File: config.mk
export PLATFORM = sky130hd
export DESIGN_NAME = id3_extended_header_parser_core
export DESIGN_NICKNAME = d
export VERILOG_FILES = /design/src/id3eh_pkg.sv /design/src/id3eh_front.sv /design/src/id3eh_queue.sv /design/src/id3eh_back.sv /design/src/id3eh_core_top.sv
export SDC_FILE = /design/constraint.sdc
export NUM_CORES = 1
export LEC_CHECK = 0
export BUFFER_PORTS_ARGS = -buffer_cell sky130_fd_sc_hd__buf_2
export CAP_MARGIN = 40
export CELL_PAD_IN_SITES_DETAIL_PLACEMENT = 0
export CELL_PAD_IN_SITES_GLOBAL_PLACEMENT = 1
export CORE_UTILIZATION = 50
export CTS_BUF_LIST = sky130_fd_sc_hd__clkbuf_4
export DETAILED_ROUTE_END_ITERATION = 12
export HOLD_SLACK_MARGIN = 0.06
export PLACE_DENSITY = 0.83
export SYNTH_ARGS = -nofsm -noshare
export SYNTH_HDL_FRONTEND = slang
export SYNTH_SLANG_ARGS = --single-unit
export TNS_END_PERCENT = 1
File: constraint.sdc
create_clock -name clock -period 5.25 [get_ports clock]
set_input_delay 0.7875 -clock clock [delete_from_list [all_inputs] [get_ports clock]]
set_output_delay 0.7875 -clock clock [all_outputs]
set_load 0.1 [all_outputs]
File: src/id3eh_pkg.sv
// Shared types and constants for the ID3v2.4 extended header parser.
// No dependencies; imported by the front, queue, back and top modules.
package id3eh_pkg;

   localparam int MIN_SIZE      = 6;
   localparam int UPDATE_LEN    = 0;
   localparam int CRC_LEN       = 5;
   localparam int RESTRICT_LEN  = 1;
   localparam int CRC_SEG_BYTES = 6;
   localparam int RES_SEG_BYTES = 2;
   localparam int SIZE_BYTES    = 4;
   localparam int FLAG_COUNT_POS = 4;
   localparam int FLAG_BYTE_POS = 5;

   localparam int FLAG_UPDATE_BIT   = 6;
   localparam int FLAG_CRC_BIT      = 5;
   localparam int FLAG_RESTRICT_BIT = 4;

   localparam int SIZE_W = 28;
   localparam int CRC_W  = 35;
   localparam int POS_W  = 4;

   typedef enum logic [1:0] {
      ST_GOOD          = 2'd0,
      ST_SIZE_SMALL    = 2'd1,
      ST_SIZE_MISMATCH = 2'd2,
      ST_BAD_LENGTH    = 2'd3
   } status_type;

   typedef enum logic [2:0] {
      OP_NONE,
      OP_SIZE,
      OP_FLAGS,
      OP_CRC,
      OP_RESTRICT
   } op_kind_type;

   // One classified byte handed from the front to the back.
   typedef struct packed {
      logic        start;
      op_kind_type kind;
      logic [7:0]  data;
      logic        last;
      status_type  status;
   } op_type;

endpackage

File: src/id3eh_front.sv
// Front end: accepts header bytes, tracks position, size and flags, runs all checks
// and classifies each byte into an op for the back end. Depends on id3eh_pkg.
module id3eh_front import id3eh_pkg::*; (
   input  logic       clock,
   input  logic       reset,
   input  logic       accept,
   input  logic [7:0] data_byte,
   input  logic       start_req,
   output logic       push,
   output op_type     op
);

   logic [POS_W-1:0]  pos_ff, pos_in, pos_eff;
   logic              active_ff, active_in, active_eff;
   logic [SIZE_W-1:0] size_ff, size_in, size_eff;
   logic [2:0]        flags_ff, flags_in, flags_eff;
   logic [POS_W-1:0]  rel, crc_base, res_base, expect_sum;
   logic [POS_W:0]    pos_p1;
   logic              u, c, r;
   logic              len_bad, seen;

   always_comb begin
      pos_eff    = start_req ? '0 : pos_ff;
      active_eff = start_req | active_ff;
      size_eff   = start_req ? '0 : size_ff;
      flags_eff  = start_req ? '0 : flags_ff;

      pos_in    = pos_ff;
      active_in = active_ff;
      size_in   = size_ff;
      flags_in  = flags_ff;

      u = flags_eff[2];
      c = flags_eff[1];
      r = flags_eff[0];
      rel      = pos_eff - POS_W'(FLAG_BYTE_POS + 1);
      crc_base = {{(POS_W-1){1'b0}}, u};
      res_base = crc_base + (c ? POS_W'(CRC_SEG_BYTES) : '0);
      pos_p1   = {1'b0, pos_eff} + 1'b1;
      expect_sum = '0;
      len_bad  = 1'b0;
      seen     = 1'b0;

      push      = 1'b0;
      op.start  = start_req;
      op.kind   = OP_NONE;
      op.data   = data_byte;
      op.last   = 1'b0;
      op.status = ST_GOOD;

      if (accept && active_eff) begin
         push      = 1'b1;
         pos_in    = pos_eff + 1'b1;
         active_in = 1'b1;
         size_in   = size_eff;
         flags_in  = flags_eff;
         if (pos_eff < POS_W'(SIZE_BYTES)) begin
            op.kind = OP_SIZE;
            size_in = {size_eff[SIZE_W-8:0], data_byte[6:0]};
         end else if (pos_eff == POS_W'(FLAG_COUNT_POS)) begin
            op.kind = OP_NONE;
         end else if (pos_eff == POS_W'(FLAG_BYTE_POS)) begin
            op.kind  = OP_FLAGS;
            flags_in = {data_byte[FLAG_UPDATE_BIT], data_byte[FLAG_CRC_BIT],
                        data_byte[FLAG_RESTRICT_BIT]};
            expect_sum = POS_W'(MIN_SIZE) + {{(POS_W-1){1'b0}}, flags_in[2]}
                       + (flags_in[1] ? POS_W'(CRC_SEG_BYTES) : '0)
                       + (flags_in[0] ? POS_W'(RES_SEG_BYTES) : '0);
            if (size_eff < SIZE_W'(MIN_SIZE)) begin
               op.last   = 1'b1;
               op.status = ST_SIZE_SMALL;
            end else if (size_eff != {{(SIZE_W-POS_W){1'b0}}, expect_sum}) begin
               op.last   = 1'b1;
               op.status = ST_SIZE_MISMATCH;
            end else if (size_eff == SIZE_W'(MIN_SIZE)) begin
               op.last = 1'b1;
            end
         end else begin
            // flag data: find the segment holding this byte
            if (u && rel == '0) begin
               seen    = 1'b1;
               len_bad = (data_byte != 8'(UPDATE_LEN));
            end
            if (!seen && c && rel == crc_base) begin
               seen    = 1'b1;
               len_bad = (data_byte != 8'(CRC_LEN));
            end
            if (!seen && c && rel > crc_base
                && rel <= crc_base + POS_W'(CRC_LEN)) begin
               seen    = 1'b1;
               op.kind = OP_CRC;
            end
            if (!seen && r && rel == res_base) begin
               seen    = 1'b1;
               len_bad = (data_byte != 8'(RESTRICT_LEN));
            end
            if (!seen && r) begin
               op.kind = OP_RESTRICT;
            end
            if (len_bad) begin
               op.last   = 1'b1;
               op.status = ST_BAD_LENGTH;
            end else if ({{(SIZE_W-POS_W-1){1'b0}}, pos_p1} >= size_eff) begin
               op.last = 1'b1;
            end
         end
         if (op.last) begin
            active_in = 1'b0;
         end
      end
   end

   always_ff @(posedge clock) begin
      if (reset) begin
         pos_ff    <= '0;
         active_ff <= 1'b0;
         size_ff   <= '0;
         flags_ff  <= '0;
      end else begin
         pos_ff    <= pos_in;
         active_ff <= active_in;
         size_ff   <= size_in;
         flags_ff  <= flags_in;
      end
   end

endmodule

File: src/id3eh_queue.sv
// Two-entry op queue between front and back ends.
// Depends on id3eh_pkg for op_type.
module id3eh_queue import id3eh_pkg::*; (
   input  logic   clock,
   input  logic   reset,
   input  logic   push,
   input  op_type push_op,
   output logic   full,
   input  logic   pop,
   output logic   head_valid,
   output op_type head_op
);

   op_type     mem [2];
   logic       wr_ptr_ff, wr_ptr_in;
   logic       rd_ptr_ff, rd_ptr_in;
   logic [1:0] count_ff, count_in;

   assign full       = (count_ff == 2'd2);
   assign head_valid = (count_ff != 2'd0);
   assign head_op    = mem[rd_ptr_ff];

   always_comb begin
      wr_ptr_in = wr_ptr_ff ^ push;
      rd_ptr_in = rd_ptr_ff ^ pop;
      count_in  = count_ff + {1'b0, push} - {1'b0, pop};
   end

   always_ff @(posedge clock) begin
      if (push) begin
         mem[wr_ptr_ff] <= push_op;
      end
   end

   always_ff @(posedge clock) begin
      if (reset) begin
         wr_ptr_ff <= 1'b0;
         rd_ptr_ff <= 1'b0;
         count_ff  <= '0;
      end else begin
         wr_ptr_ff <= wr_ptr_in;
         rd_ptr_ff <= rd_ptr_in;
         count_ff  <= count_in;
      end
   end

endmodule

File: src/id3eh_back.sv
// Back end: applies ops to the size, flag, CRC and restriction accumulators and
// builds the result beat in the output register. Depends on id3eh_pkg.
module id3eh_back import id3eh_pkg::*; (
   input  logic              clock,
   input  logic              reset,
   input  logic              head_valid,
   input  op_type            head_op,
   output logic              pop,
   output logic              rsp_valid,
   input  logic              rsp_stall,
   output logic [1:0]        rsp_status,
   output logic [SIZE_W-1:0] rsp_header_size,
   output logic              rsp_update_flag,
   output logic              rsp_crc_present,
   output logic [CRC_W-1:0]  rsp_crc_value,
   output logic              rsp_restrict_present,
   output logic [1:0]        rsp_tag_size_limit,
   output logic              rsp_text_enc_limit,
   output logic [1:0]        rsp_text_size_limit,
   output logic              rsp_image_enc_limit,
   output logic [1:0]        rsp_image_size_limit
);

   logic [SIZE_W-1:0] size_ff, size_in;
   logic [2:0]        flags_ff, flags_in;
   logic [CRC_W-1:0]  crc_ff, crc_in;
   logic [7:0]        res_ff, res_in;

   logic              rsp_valid_ff, rsp_valid_in;
   logic [1:0]        status_ff, status_in;
   logic [SIZE_W-1:0] hsize_ff, hsize_in;
   logic [2:0]        oflags_ff, oflags_in;
   logic [CRC_W-1:0]  ocrc_ff, ocrc_in;
   logic [7:0]        ores_ff, ores_in;
   logic              good, flags_ok;

   always_comb begin
      pop = head_valid && (!rsp_valid_ff || !rsp_stall || !head_op.last);

      size_in  = size_ff;
      flags_in = flags_ff;
      crc_in   = crc_ff;
      res_in   = res_ff;

      rsp_valid_in = rsp_valid_ff && rsp_stall;
      status_in    = status_ff;
      hsize_in     = hsize_ff;
      oflags_in    = oflags_ff;
      ocrc_in      = ocrc_ff;
      ores_in      = ores_ff;

      good     = (head_op.status == ST_GOOD);
      flags_ok = (head_op.status != ST_SIZE_SMALL);

      if (pop) begin
         if (head_op.start) begin
            size_in  = '0;
            flags_in = '0;
            crc_in   = '0;
            res_in   = '0;
         end
         case (head_op.kind)
            OP_SIZE:     size_in  = {size_in[SIZE_W-8:0], head_op.data[6:0]};
            OP_FLAGS:    flags_in = {head_op.data[FLAG_UPDATE_BIT],
                                     head_op.data[FLAG_CRC_BIT],
                                     head_op.data[FLAG_RESTRICT_BIT]};
            OP_CRC:      crc_in   = {crc_in[CRC_W-8:0], head_op.data[6:0]};
            OP_RESTRICT: res_in   = head_op.data;
            default:     ;
         endcase
         if (head_op.last) begin
            rsp_valid_in = 1'b1;
            status_in    = head_op.status;
            hsize_in     = size_in;
            oflags_in    = flags_ok ? flags_in : 3'b000;
            ocrc_in      = (good && flags_in[1]) ? crc_in : '0;
            ores_in      = (good && flags_in[0]) ? res_in : '0;
         end
      end
   end

   always_ff @(posedge clock) begin
      if (reset) begin
         size_ff      <= '0;
         flags_ff     <= '0;
         crc_ff       <= '0;
         res_ff       <= '0;
         rsp_valid_ff <= 1'b0;
      end else begin
         size_ff      <= size_in;
         flags_ff     <= flags_in;
         crc_ff       <= crc_in;
         res_ff       <= res_in;
         rsp_valid_ff <= rsp_valid_in;
      end
   end

   always_ff @(posedge clock) begin
      status_ff <= status_in;
      hsize_ff  <= hsize_in;
      oflags_ff <= oflags_in;
      ocrc_ff   <= ocrc_in;
      ores_ff   <= ores_in;
   end

   assign rsp_valid            = rsp_valid_ff;
   assign rsp_status           = status_ff;
   assign rsp_header_size      = hsize_ff;
   assign rsp_update_flag      = oflags_ff[2];
   assign rsp_crc_present      = oflags_ff[1];
   assign rsp_crc_value        = ocrc_ff;
   assign rsp_restrict_present = oflags_ff[0];
   assign rsp_tag_size_limit   = ores_ff[7:6];
   assign rsp_text_enc_limit   = ores_ff[5];
   assign rsp_text_size_limit  = ores_ff[4:3];
   assign rsp_image_enc_limit  = ores_ff[2];
   assign rsp_image_size_limit = ores_ff[1:0];

endmodule

File: src/id3eh_core_top.sv
// ID3v2.4 extended header parser core.
//
// The req channel carries one header byte per beat; req_start_req marks the first
// byte of a new header and abandons any header in progress without a result.
// Bytes outside a header are dropped. The rsp channel carries one result beat per
// header: at the last byte of a good header or at the first error (size below
// six, size mismatch with the flags, bad flag-data length byte).
//
// Throughput: one byte per cycle while the queue has room. The front end classifies and
// checks each byte in the cycle it is accepted; a two-entry queue feeds the back end,
// which updates the accumulators and loads the result register as it pops each op.
// The final byte's op is registered in the queue and then popped into the result
// register, where the result beat becomes valid; a held result can delay that pop.
// Stall: while rsp_stall holds the result, the back end still drains bytes that do
// not end a header; only a second result waits, and req_stall rises when the
// queue fills.
// Reset (synchronous, active high) empties the queue, drops any result and
// leaves the parser idle until a start mark.
module id3_extended_header_parser_core import id3eh_pkg::*; (
   input  logic              clock,
   input  logic              reset,
   input  logic              req_valid,
   output logic              req_stall,
   input  logic [7:0]        req_data_byte,
   input  logic              req_start_req,
   output logic              rsp_valid,
   input  logic              rsp_stall,
   output logic [1:0]        rsp_status,
   output logic [SIZE_W-1:0] rsp_header_size,
   output logic              rsp_update_flag,
   output logic              rsp_crc_present,
   output logic [CRC_W-1:0]  rsp_crc_value,
   output logic              rsp_restrict_present,
   output logic [1:0]        rsp_tag_size_limit,
   output logic              rsp_text_enc_limit,
   output logic [1:0]        rsp_text_size_limit,
   output logic              rsp_image_enc_limit,
   output logic [1:0]        rsp_image_size_limit
);

   logic   q_full, accept, push, pop, head_valid;
   op_type push_op, head_op;

   // Hold the input whenever the queue has no room.
   assign req_stall = q_full;
   assign accept    = req_valid && !q_full;

   id3eh_front u_front (
      .clock     (clock),
      .reset     (reset),
      .accept    (accept),
      .data_byte (req_data_byte),
      .start_req (req_start_req),
      .push      (push),
      .op        (push_op)
   );

   id3eh_queue u_queue (
      .clock      (clock),
      .reset      (reset),
      .push       (push),
      .push_op    (push_op),
      .full       (q_full),
      .pop        (pop),
      .head_valid (head_valid),
      .head_op    (head_op)
   );

   id3eh_back u_back (
      .clock                (clock),
      .reset                (reset),
      .head_valid           (head_valid),
      .head_op              (head_op),
      .pop                  (pop),
      .rsp_valid            (rsp_valid),
      .rsp_stall            (rsp_stall),
      .rsp_status           (rsp_status),
      .rsp_header_size      (rsp_header_size),
      .rsp_update_flag      (rsp_update_flag),
      .rsp_crc_present      (rsp_crc_present),
      .rsp_crc_value        (rsp_crc_value),
      .rsp_restrict_present (rsp_restrict_present),
      .rsp_tag_size_limit   (rsp_tag_size_limit),
      .rsp_text_enc_limit   (rsp_text_enc_limit),
      .rsp_text_size_limit  (rsp_text_size_limit),
      .rsp_image_enc_limit  (rsp_image_enc_limit),
      .rsp_image_size_limit (rsp_image_size_limit)
   );

endmodule

==> results of run 1 <==
[worst max-delay path: stages, from the launching register on]
cell and delay (ps):
dfxtp_1 300, buf_4 320, mux2i_1 450, o22ai_4 290, inv_2 240, nand2b_1 120
inv_2 630, buf_4 420
[sequential cells by signal, indices dropped and copies added (netlist names), 4 cells and up]
register / cells
u_back.ores_ff: 8
u_back.size_ff: 28
u_back.rsp_crc_value: 35
u_back.crc_ff: 35
u_back.rsp_header_size: 28
u_front.size_ff: 28
u_front.pos_ff: 4
u_queue.mem: 30
u_back.res_ff: 8
[Yosys cell counts, types with 15 or more instances]
library cell and n:
clkbuf_1 36, ha_1 15, nand3_1 27, buf_2 21, nor2_1 129, nand2_1 135
mux2i_1 33, or3_1 21, a31oi_1 17, edfxtp_1 106, a21oi_1 103, a22oi_1 34
dfxtp_1 115, nor3_1 18, o21ai_0 18
[metal layers]
layer  vias up  routed length [um]
met5         -                   0
met4         0                 280
met3        26                1040
met2       186                9730
met1      3472               10100
li1       3644                   -
[final cells by class]
class	count	area share (%)
flip-flops and latches	221	50.0
multi-input cells	653	34.1
clock buffers	91	6.23
repair buffers	107	6.06
well taps	234	2.67
inverters	15	0.513
clock inverters	12	0.445
[cell families (layout without fill, tap and decap cells)]
logic type / after synthesis / count (layout)
AOI/OAI and AO/OA: 210 / 210
xor gates and xnor gates: 9 / 9
adders and majority gates: 15 / 15
buffers and inverters: 80 / 225
DFF: 221 / 221
muxes: 38 / 38
and+or+nand+nor: 381 / 381
[power by group]
part | total, uW | switching (uW) | internal (uW)
combinational | 1940 | 1560 | 379
sequential | 2160 | 93.8 | 2060
clock | 1450 | 667 | 781
total | 5550 | 2330 | 3220
[final timing paths]
kind / cells after the start / endpoint
worst min-delay path: 1 / u_queue.mem[0][4]$_DFFE_PP_
worst max-delay path: 7 / u_back.rsp_crc_value[33]$_SDFFCE_PN0P_
worst min register to register: 2 / u_front.size_ff[21]$_SDFFE_PP0P_
worst max register to register: 7 / u_back.rsp_crc_value[33]$_SDFFCE_PN0P_
[metrics by stage]
stage	setup WS (ps)	cells	utilization [%]	hold WS, ps	area, um^2
finish	2070	1333	58.6	371	11000
CTS	2010	1333	58.6	311	11000
global placement	2000	1224	54.0	441	10100
global route	1840	1333	58.6	306	11000
detailed placement	1830	1230	54.7	447	10200
floorplan	2100	954	-	432	9540
==> summary.txt, run 1 <==
Status
  • Status: finished clean

GRT
  • GRT Util Overall: 21.8%
  • Vias in the first global route: 6856
  • Met1 usage: 30.9%
  • Largest net degree at the start of global routing: 58
  • Initial antenna violation count: 0
  • GR Util met2: 33.8%
  • Gr busiest metal: met2
  • First-pass GRT wire length: roughly 35 mm
  • GRT met3 Usage: 4.17%
  • Overflow after GRT: 0

Floorplan
  • Chip width: approximately 140 um
  • I/O pins: 91
  • Die ar.: 19600 um^2
  • Initial Utilization: 51.0%
  • Core area: 18700 um^2
  • Row count: 50
  • Chip Height: 140 um

Clock network
  • CTS clk-pin slew, worst paths: about 60 ps
  • Post_cts resized: 0
  • Clk sinks: roughly 220
  • Root buffer cell: clkbuf_4
  • TritonCTS clock tree: yes
  • Cts bufs inserted: 56
  • Worst skew pair latency: 660 ps
  • Post-CTS Hold Buffers: 0
  • Clock buffer depth: 3
  • H-tree depth: 2
  • Post-CTS Setup Repair Bufs: 0

Finish
  • Filler Cells Inserted: approximately 1700
  • P&R area growth vs syn: 15.0%
  • Commonest non-fill, non-tap cell in the layout: nand2_1
  • Register area: 5490 um^2
  • Most frequent cells in the layout: nand2_1, nor2_1, dfxtp_1
  • Area of the multi-input gates: roughly 3700 um^2
  • Total Nets Final: 1082
  • N_diodes: 0
  • Ratio of cells with drive above 1 in the final layout: between 20% and 30%

Timing
  • Unrepaired setup endpoints after global routing: false
  • Min Clock Period, post-route: 3180 ps
  • Final Max Slew Viols: 0
  • Final period util: 60.5%
  • Max Fclk: 0.315 GHz
  • Clk_skew: 54.7 ps
  • Slew @ Worst Pin: between 800 and 900 ps
  • Final hold vios: 0
  • Rel. slew slack: 43.6%
  • Final setup violating endpoints: 0
  • Total Neg Setup Slack: 0 ps

Logic synthesis
  • XOR/XNOR Fraction of Synth Area: 0.827%
  • Post-synth EDFFs: ~110
  • Cells after synthesis: 954
  • Syn Area/Cell: 10.0 um^2
  • Asr flop ratio synth: 0%
  • Synth top area share: between 30% and 40%
  • Ys Warns: 0
  • Unique masters post-synth: 68
  • Mapped Nets: 982
  • Synth top area cells: edfxtp_1, dfxtp_1, a21oi_1, nand2_1, nor2_1
  • Synth Area in Compound Gates: between 10 and 15%
  • Main combinational cell family by area after synthesis: simple AND/OR/NAND/NOR gates
  • Post-synthesis simple-gate area fraction: 18.3%
  • Mux cell area share after synthesis: 4.20%
  • Synth area leader: edfxtp_1
  • Synth Register Bits: 221
  • Post-synthesis instance area: 9540 um^2
  • Post-synth top flop: dfxtp_1
  • Post-Synth Adder-Cell Area: 1.97%
  • Sequential fraction of the synthesis area: 57.5%

Setup path
  • Worst-path fanout max: 38
  • WS Path Type: flop to flop
  • FF-to-FF setup slack: ~2100 ps
  • Crit path DAT: ~3500 ps
  • Worst Setup SP: u_queue.rd_ptr_ff$_SDFF_PP0_
  • Reg2reg start: u_queue.rd_ptr_ff$_SDFF_PP0_
  • Critical path data required time: 5530 ps
  • Critical Path Start Type: flop
  • Critical path endpoint category: flop

Power and ir drop
  • Power Total: approximately 5500 uW
  • Leak: a little over 0.004 uW
  • Power Density: 506 nW/um^2
  • Max VDD drop: 197 uV

Detailed routing
  • Final antenna-violating net count: 0
  • Vias after detailed routing: 7328
  • Drt drc: 0
  • Routed wire length: around 21 mm
  • Wirelength per Cell: roughly 16 um
  • Vias per cell: 5.50
  • Initial DRC count: 512
  • First drt pass iteration count: 5

Worst hold path
  • Worst hold path type: input port to flop
  • Hold_sp: req_data_byte[1]

Placed design
  • Port Buf Inserts: 90
  • GPL Wtd Cong: 0.827
  • Dpl hpwl: 13.5 mm

Flow run
  • MaxCap Viol Count: 0
No activity file was read; power rests on OpenSTA's default activity.
==> inputs of run 2 (changes only) <==
ABC_AREA = 1   (was not set)
CORE_UTILIZATION = 46   (was 50)
PLACE_DENSITY = 0.8   (was 0.83)
clock period = 2.95 ns   (was 5.25 ns; I/O delays follow)
==> run 2 against run 1 <==
  * The flow now finishes with violations (DRC)
  * Non-clock buffer count grew 20
  * Wire length grew 12%
  * Register-to-register slack worse by 1400 ps
  * Sequential cell count is the same
  * Area after synthesis increased by 9.2%
  * Synthesized cell count grew 36%
  * Clock skew increased by 26 ps
  * Combinational power grew to 3.2 times the previous value
  * Largest cell class unchanged
==> summary.txt, run 2 <==
Setup path
  • Reg2reg start: u_front.pos_ff[1]$_SDFFE_PP0P_
  • Critical Path Start Type: flop
  • Worst-path fanout max: 8
  • Worst Setup SP: u_front.pos_ff[1]$_SDFFE_PP0P_
  • WS Path Type: flop to flop
  • Worst R2R Path Depth: 16
  • FF-to-FF setup slack: 640 ps
  • Crit path DAT: roughly 2700 ps
  • CP endpoint: u_queue.mem[1][2]$_DFFE_PP_
  • Critical path data required time: 3360 ps
  • R2R Path End: u_queue.mem[1][2]$_DFFE_PP_
  • Critical path endpoint category: flop

GRT
  • Vias in the first global route: 7893
  • Overflow after GRT: 0
  • GRT Util Overall: 20.8%
  • Initial antenna violation count: 1
  • First-pass GRT wire length: 39.3 mm
  • Largest net degree at the start of global routing: 79

Clock network
  • TritonCTS clock tree: yes
  • CTS clk-pin slew, worst paths: 70 ps
  • Cts bufs inserted: 57
  • Clk sinks: roughly 220
  • Clock buffer depth: 3
  • Root buffer cell: clkbuf_4
  • Worst skew pair latency: 710 ps
  • H-tree depth: 2
  • Post-CTS Setup Repair Bufs: 0

Logic synthesis
  • Asr flop ratio synth: 0%
  • Synth Register Bits: 221
  • Post-synthesis instance area: roughly 10000 um^2
  • Ys Warns: 0
  • Synth top area cells: edfxtp_1, dfxtp_1, nand2_1, inv_1, o21ai_0
  • List of most frequent post-synthesis cells: nand2_1, inv_1, nor2_1, o21ai_0, dfxtp_1
  • Syn Area/Cell: between 7 and 8 um^2
  • Most frequent cell after synthesis: nand2_1
  • Post-synth EDFFs: 106
  • Cells after synthesis: between 1000 and 1500
  • Synth top area share: between 30 and 40%
  • Unique masters post-synth: 37
  • Post-synth top flop: dfxtp_1
  • Sequential fraction of the synthesis area: a little over half
  • Synth area leader: edfxtp_1
  • Mapped Nets: between 1000 and 1500

Placed design
  • Port Buf Inserts: 90
  • Dpl hpwl: 15.5 mm
  • GPL Wtd Cong: 0.813
  • Placed Area: around 11000 um^2

Timing
  • Final hold vios: 0
  • Final period util: 78.3%
  • Final Max Slew Viols: 0
  • Unrepaired setup endpoints after global routing: false
  • Total Neg Setup Slack: 0 ps
  • Min Clock Period, post-route: 2310 ps
  • Clk_skew: 80.2 ps
  • Slew @ Worst Pin: 856 ps
  • Max Fclk: 0.433 GHz
  • Rel. slew slack: 42.9%
  • Final setup violating endpoints: 0

Floorplan
  • Chip Height: about 150 um
  • Core area: roughly 22000 um^2
  • Initial Utilization: 47.3%
  • I/O pins: 91
  • Row count: 54
  • Die ar.: 23200 um^2
  • Chip width: 152 um

Power and ir drop
  • Leak: 0.00535 uW
  • Power Density: 1120 nW/um^2
  • Max VDD drop: 584 uV

Finish
  • P&R area growth vs syn: 15.3%
  • Final instance area: 12000 um^2
  • Total Nets Final: 1443
  • Most frequent cells in the layout: nand2_1, inv_1, nor2_1
  • Commonest non-fill, non-tap cell in the layout: nand2_1
  • Ratio of cells with drive above 1 in the final layout: 16.4%

Detailed routing
  • Vias after detailed routing: about 8500
  • Vias per cell: 4.89
  • Routed wire length: about 24 mm
  • First drt pass iteration count: 11
  • Wirelength per Cell: 13.7 um
  • Initial DRC count: around 460
  • Drt drc: 6
  • Final antenna-violating net count: 0

Flow run
  • MaxCap Viol Count: 0

Status
  • Status: complete, but fails checks
  • Failing checks: DRC

Worst hold path
  • Worst hold path type: input port to flop
[run 2: cell type report]
cell class	instances	area [um^2]
clock buffer	89	668
clock inverter	17	109
timing repair buffer	127	813
fill	2152	10000
multi-input combinational	784	3730
sequential	221	5490
antenna	2	5.00
tap	280	350
inverter	224	845
[run 2: worst min path at each step]
stage	slack, ps	to	startpoint	cells past startpoint
after floorplan	420	u_queue.count_ff[1]$_SDFF_PP0_	u_queue.count_ff[1]$_SDFF_PP0_	1
after global placement	440	u_queue.count_ff[1]$_SDFF_PP0_	u_queue.count_ff[1]$_SDFF_PP0_	1
after detailed placement	450	u_front.size_ff[10]$_SDFFE_PP0P_	u_front.size_ff[10]$_SDFFE_PP0P_	2
after CTS	290	u_queue.mem[1][14]$_DFFE_PP_	req_start_req	2
after global routing	310	u_queue.mem[1][14]$_DFFE_PP_	req_start_req	2
final	340	u_queue.mem[1][14]$_DFFE_PP_	req_start_req	2
[run 2: repair_timing]
action                    4_1_cts  5_1_grt
hold endpoints to repair       20        0
hold buffers                    9        0
resized for setup               0        0
[run 2: cell families after synthesis]
logic type	synth area share, %
fa+ha+maj	1.80
xor+xnor	0.168
flops	52.7
simple gates	18.9
compound gates	15.0
buf+inv	11.5
[run 2: power by group]
group | internal, uW | switching [uW] | total [uW]
Combinational | 1280 | 4910 | 6190
Sequential | 4250 | 320 | 4570
Clock | 1460 | 1250 | 2710
Total | 7000 | 6480 | 13500
[run 2: per-stage QoR]
stage                     hold slack [ps]  power (uW)  std cells  setup slack (ps)  util, %
after global routing                  307       14400       1744               384     54.5
final                                 339       13500       1744               640     54.5
after floorplan                       423        9690       1302              39.1        -
after CTS                             291       13600       1742               654     54.5
after detailed placement              454       10900       1627               394     50.6
after global placement                439       10800       1627               443     50.6
[run 2: per-layer routing]
metal  global-route usage [%]  share of wire (%)
met1                     27.9                 47
met2                     34.1                 47
met3                     3.70                4.6
met4                     6.64                1.5
met5                        0                  0
[run 2: critical path, cell delays in order, from the launching register on]
cell	delay (ps)
dfxtp_1	470
nand4_1	210
o21ai_0	250
inv_1	80
ha_1	310
nand2_1	90
inv_1	40
nand2_1	60
nand2_1	50
nand2_1	60
nand2_1	50
nand2_1	50
nand2_1	40
nand2_1	60
nand4_1	120
nand2_1	100
inv_1	50
==> inputs of run 3 (changes only) <==
clock period = 2.4 ns   (was 2.95 ns; I/O delays follow)
==> run 3 against run 2 <==
  * The run still ends with DRC left
  * Sequential share of layout area down 0.43 points
  * Final cell count up 0.80%
  * Clock power up 23%
  * Die area unchanged
  * Count of clock-buffer cells in the layout up 5
  * Core utilization up 0.54 points
  * Total power up 24%
  * First-iteration DRC count down 14%
  * Sequential power up 23%
  * Global-route usage up 0.50 points
  * Critical endpoint unchanged
  * Highest routed layer unchanged
==> summary.txt, run 3 (synthesis results as in run 2) <==
Placed design
  • Dpl hpwl: 15.6 mm
  • Placed Area: 11300 um^2
  • Port Buf Inserts: 90
  • Pre-CTS setup slack: 54.8 ps
  • GPL Wtd Cong: 0.821

Worst hold path
  • Worst hold path cell count: 2
  • Hold_sp: req_start_req
  • Worst hold path type: input port to flop
  • Hold Path End: u_queue.mem[1][14]$_DFFE_PP_

Setup path
  • Reg2reg start: u_front.pos_ff[2]$_SDFFE_PP0P_
  • WS Path Type: flop to flop
  • Crit path DAT: 2550 ps
  • Critical Path Start Type: flop
  • Worst-path fanout max: 6
  • Critical path endpoint category: flop
  • R2R Path End: u_queue.mem[1][2]$_DFFE_PP_
  • FF-to-FF setup slack: 260 ps
  • Critical path data required time: 2800 ps
  • Worst R2R Path Depth: 16

Timing
  • Worst setup margin: 256 ps
  • Max Fclk: between 0.4 and 0.5 GHz
  • Final period util: 89.3%
  • Rel. slew slack: a little over two fifths
  • Min Clock Period, post-route: around 2100 ps
  • Final hold vios: 0
  • Slew @ Worst Pin: approximately 850 ps
  • Final hold slack: 125 ps
  • Final Max Slew Viols: 0
  • Total Neg Setup Slack: 0 ps
  • Final setup violating endpoints: 0
  • Clk_skew: 39.4 ps
  • Unrepaired setup endpoints after global routing: false

Finish
  • Most frequent cells in the layout: nand2_1, inv_1, nor2_1
  • Area of the multi-input gates: about 3700 um^2
  • P&R area growth vs syn: 16.4%
  • Filler Cells Inserted: 2147
  • Ratio of cells with drive above 1 in the final layout: 17.8%
  • Register area: 5490 um^2
  • Commonest non-fill, non-tap cell in the layout: nand2_1
  • Total Nets Final: 1455
  • Final instance area: 12100 um^2

GRT
  • Gr busiest metal: met2
  • GRT Util Overall: between 20% and 30%
  • First-pass GRT wire length: approximately 40 mm
  • GRT met3 Usage: 4.04%
  • Largest net degree at the start of global routing: between 70 and 80
  • Overflow after GRT: 0
  • Vias in the first global route: 8234
  • Initial antenna violation count: 1
  • Met1 usage: 27.5%
  • GR Util met2: between 30% and 40%

Floorplan
  • Core area: 22000 um^2
  • Row count: 54
  • Chip width: 152 um
  • Chip Height: about 150 um
  • Initial Utilization: 47.3%
  • I/O pins: 91
  • Die ar.: 23200 um^2

Power and ir drop
  • Max VDD drop: 656 uV
  • Leak: 0.00543 uW
  • Power Density: 1380 nW/um^2

Clock network
  • TritonCTS clock tree: yes
  • Post-CTS Setup Repair Bufs: 0
  • H-tree depth: 2
  • CTS clk-pin slew, worst paths: 70 ps
  • Clock buffer depth: 3
  • Clk sinks: about 220
  • Root buffer cell: clkbuf_4
  • Worst skew pair latency: ~680 ps
  • Cts bufs inserted: 59

Detailed routing
  • First drt pass iteration count: 11
  • Drt drc: 6
  • Routed wire length: 24.2 mm
  • Vias per cell: slightly below 5
  • Initial DRC count: 394
  • Vias after detailed routing: 8571
  • Final antenna-violating net count: 0
  • Wirelength per Cell: 13.8 um

Flow run
  • MaxCap Viol Count: 0

Status
  • Failing checks: DRC
  • Status: complete, but fails checks
## run 3: changes by cell type in the layout (fill, tap and decap cells not counted), sizes merged
cell    delta
clkinv     -1
bufinv     -1
clkbuf     +5
inv        +1
buf       +10
## run 3: routing by layer
| layer | up-vias | wire (um) |
|---|---|---|
| met3 | 44 | 1160 |
| li1 | 4524 | - |
| met2 | 190 | 11300 |
| met4 | 0 | 479 |
| met5 | - | 0 |
| met1 | 3813 | 11200 |
## run 3: per-stage QoR
stage,power [uW],cells,utilization [%]
floorplan,11900,1302,-
global placement,13400,1637,51.1
detailed placement,13400,1637,51.1
CTS,16900,1756,55.0
global route,17800,1758,55.1
finish,16700,1758,55.1
## run 3: worst max-delay path: stages (launching register included)
cell     delay (ps)
dfxtp_1         410
nand4_1         190
o21ai_1         190
inv_1            70
ha_1            300
nand2_1          90
inv_1            40
nand2_1          50
nand2_1          50
nand2_1          60
nand2_1          40
nand2_1          50
nand2_1          40
nand2_1          60
nand4_1         110
nand2_1          80
inv_1            40
## run 3: final cells by class
class	instances	share of cell area (%)
flip-flops and latches	221	45.3
repair buffers	137	7.53
diodes	2	0.0413
clock buffers	94	5.82
inverters	224	6.96
multi-input cells	784	30.9
well taps	280	2.89
clock inverters	16	0.578
## run 3: worst max-delay path by stage
stage / from / endpoint / cells past startpoint
CTS: u_front.pos_ff[2]$_SDFFE_PP0P_ / u_queue.mem[1][2]$_DFFE_PP_ / 16
floorplan: u_back.rsp_valid$_SDFF_PP0_ / u_back.oflags_ff[0]$_SDFFCE_PN0P_ / 6
global route: u_queue.rd_ptr_ff$_SDFF_PP0_ / u_back.size_ff[17]$_SDFFE_PP0P_ / 10
global placement: req_start_req / u_queue.mem[0][2]$_DFFE_PP_ / 18
detailed placement: req_start_req / u_queue.mem[0][0]$_DFFE_PP_ / 15
finish: u_front.pos_ff[2]$_SDFFE_PP0P_ / u_queue.mem[1][2]$_DFFE_PP_ / 16
## run 3: repair_timing
item	4_1_cts	5_1_grt
endpoints found under the hold margin	24	0
gates resized for setup	0	2
setup endpoints to repair	0	7
hold buffers	9	0
## run 3: where the power goes
part | leakage [uW] | internal, uW | switching, uW
registers | 0.00190 | 5230 | 391
clock network | 0.000471 | 1780 | 1560
logic | 0.00306 | 1640 | 6090
total | 0.00543 | 8650 | 8040
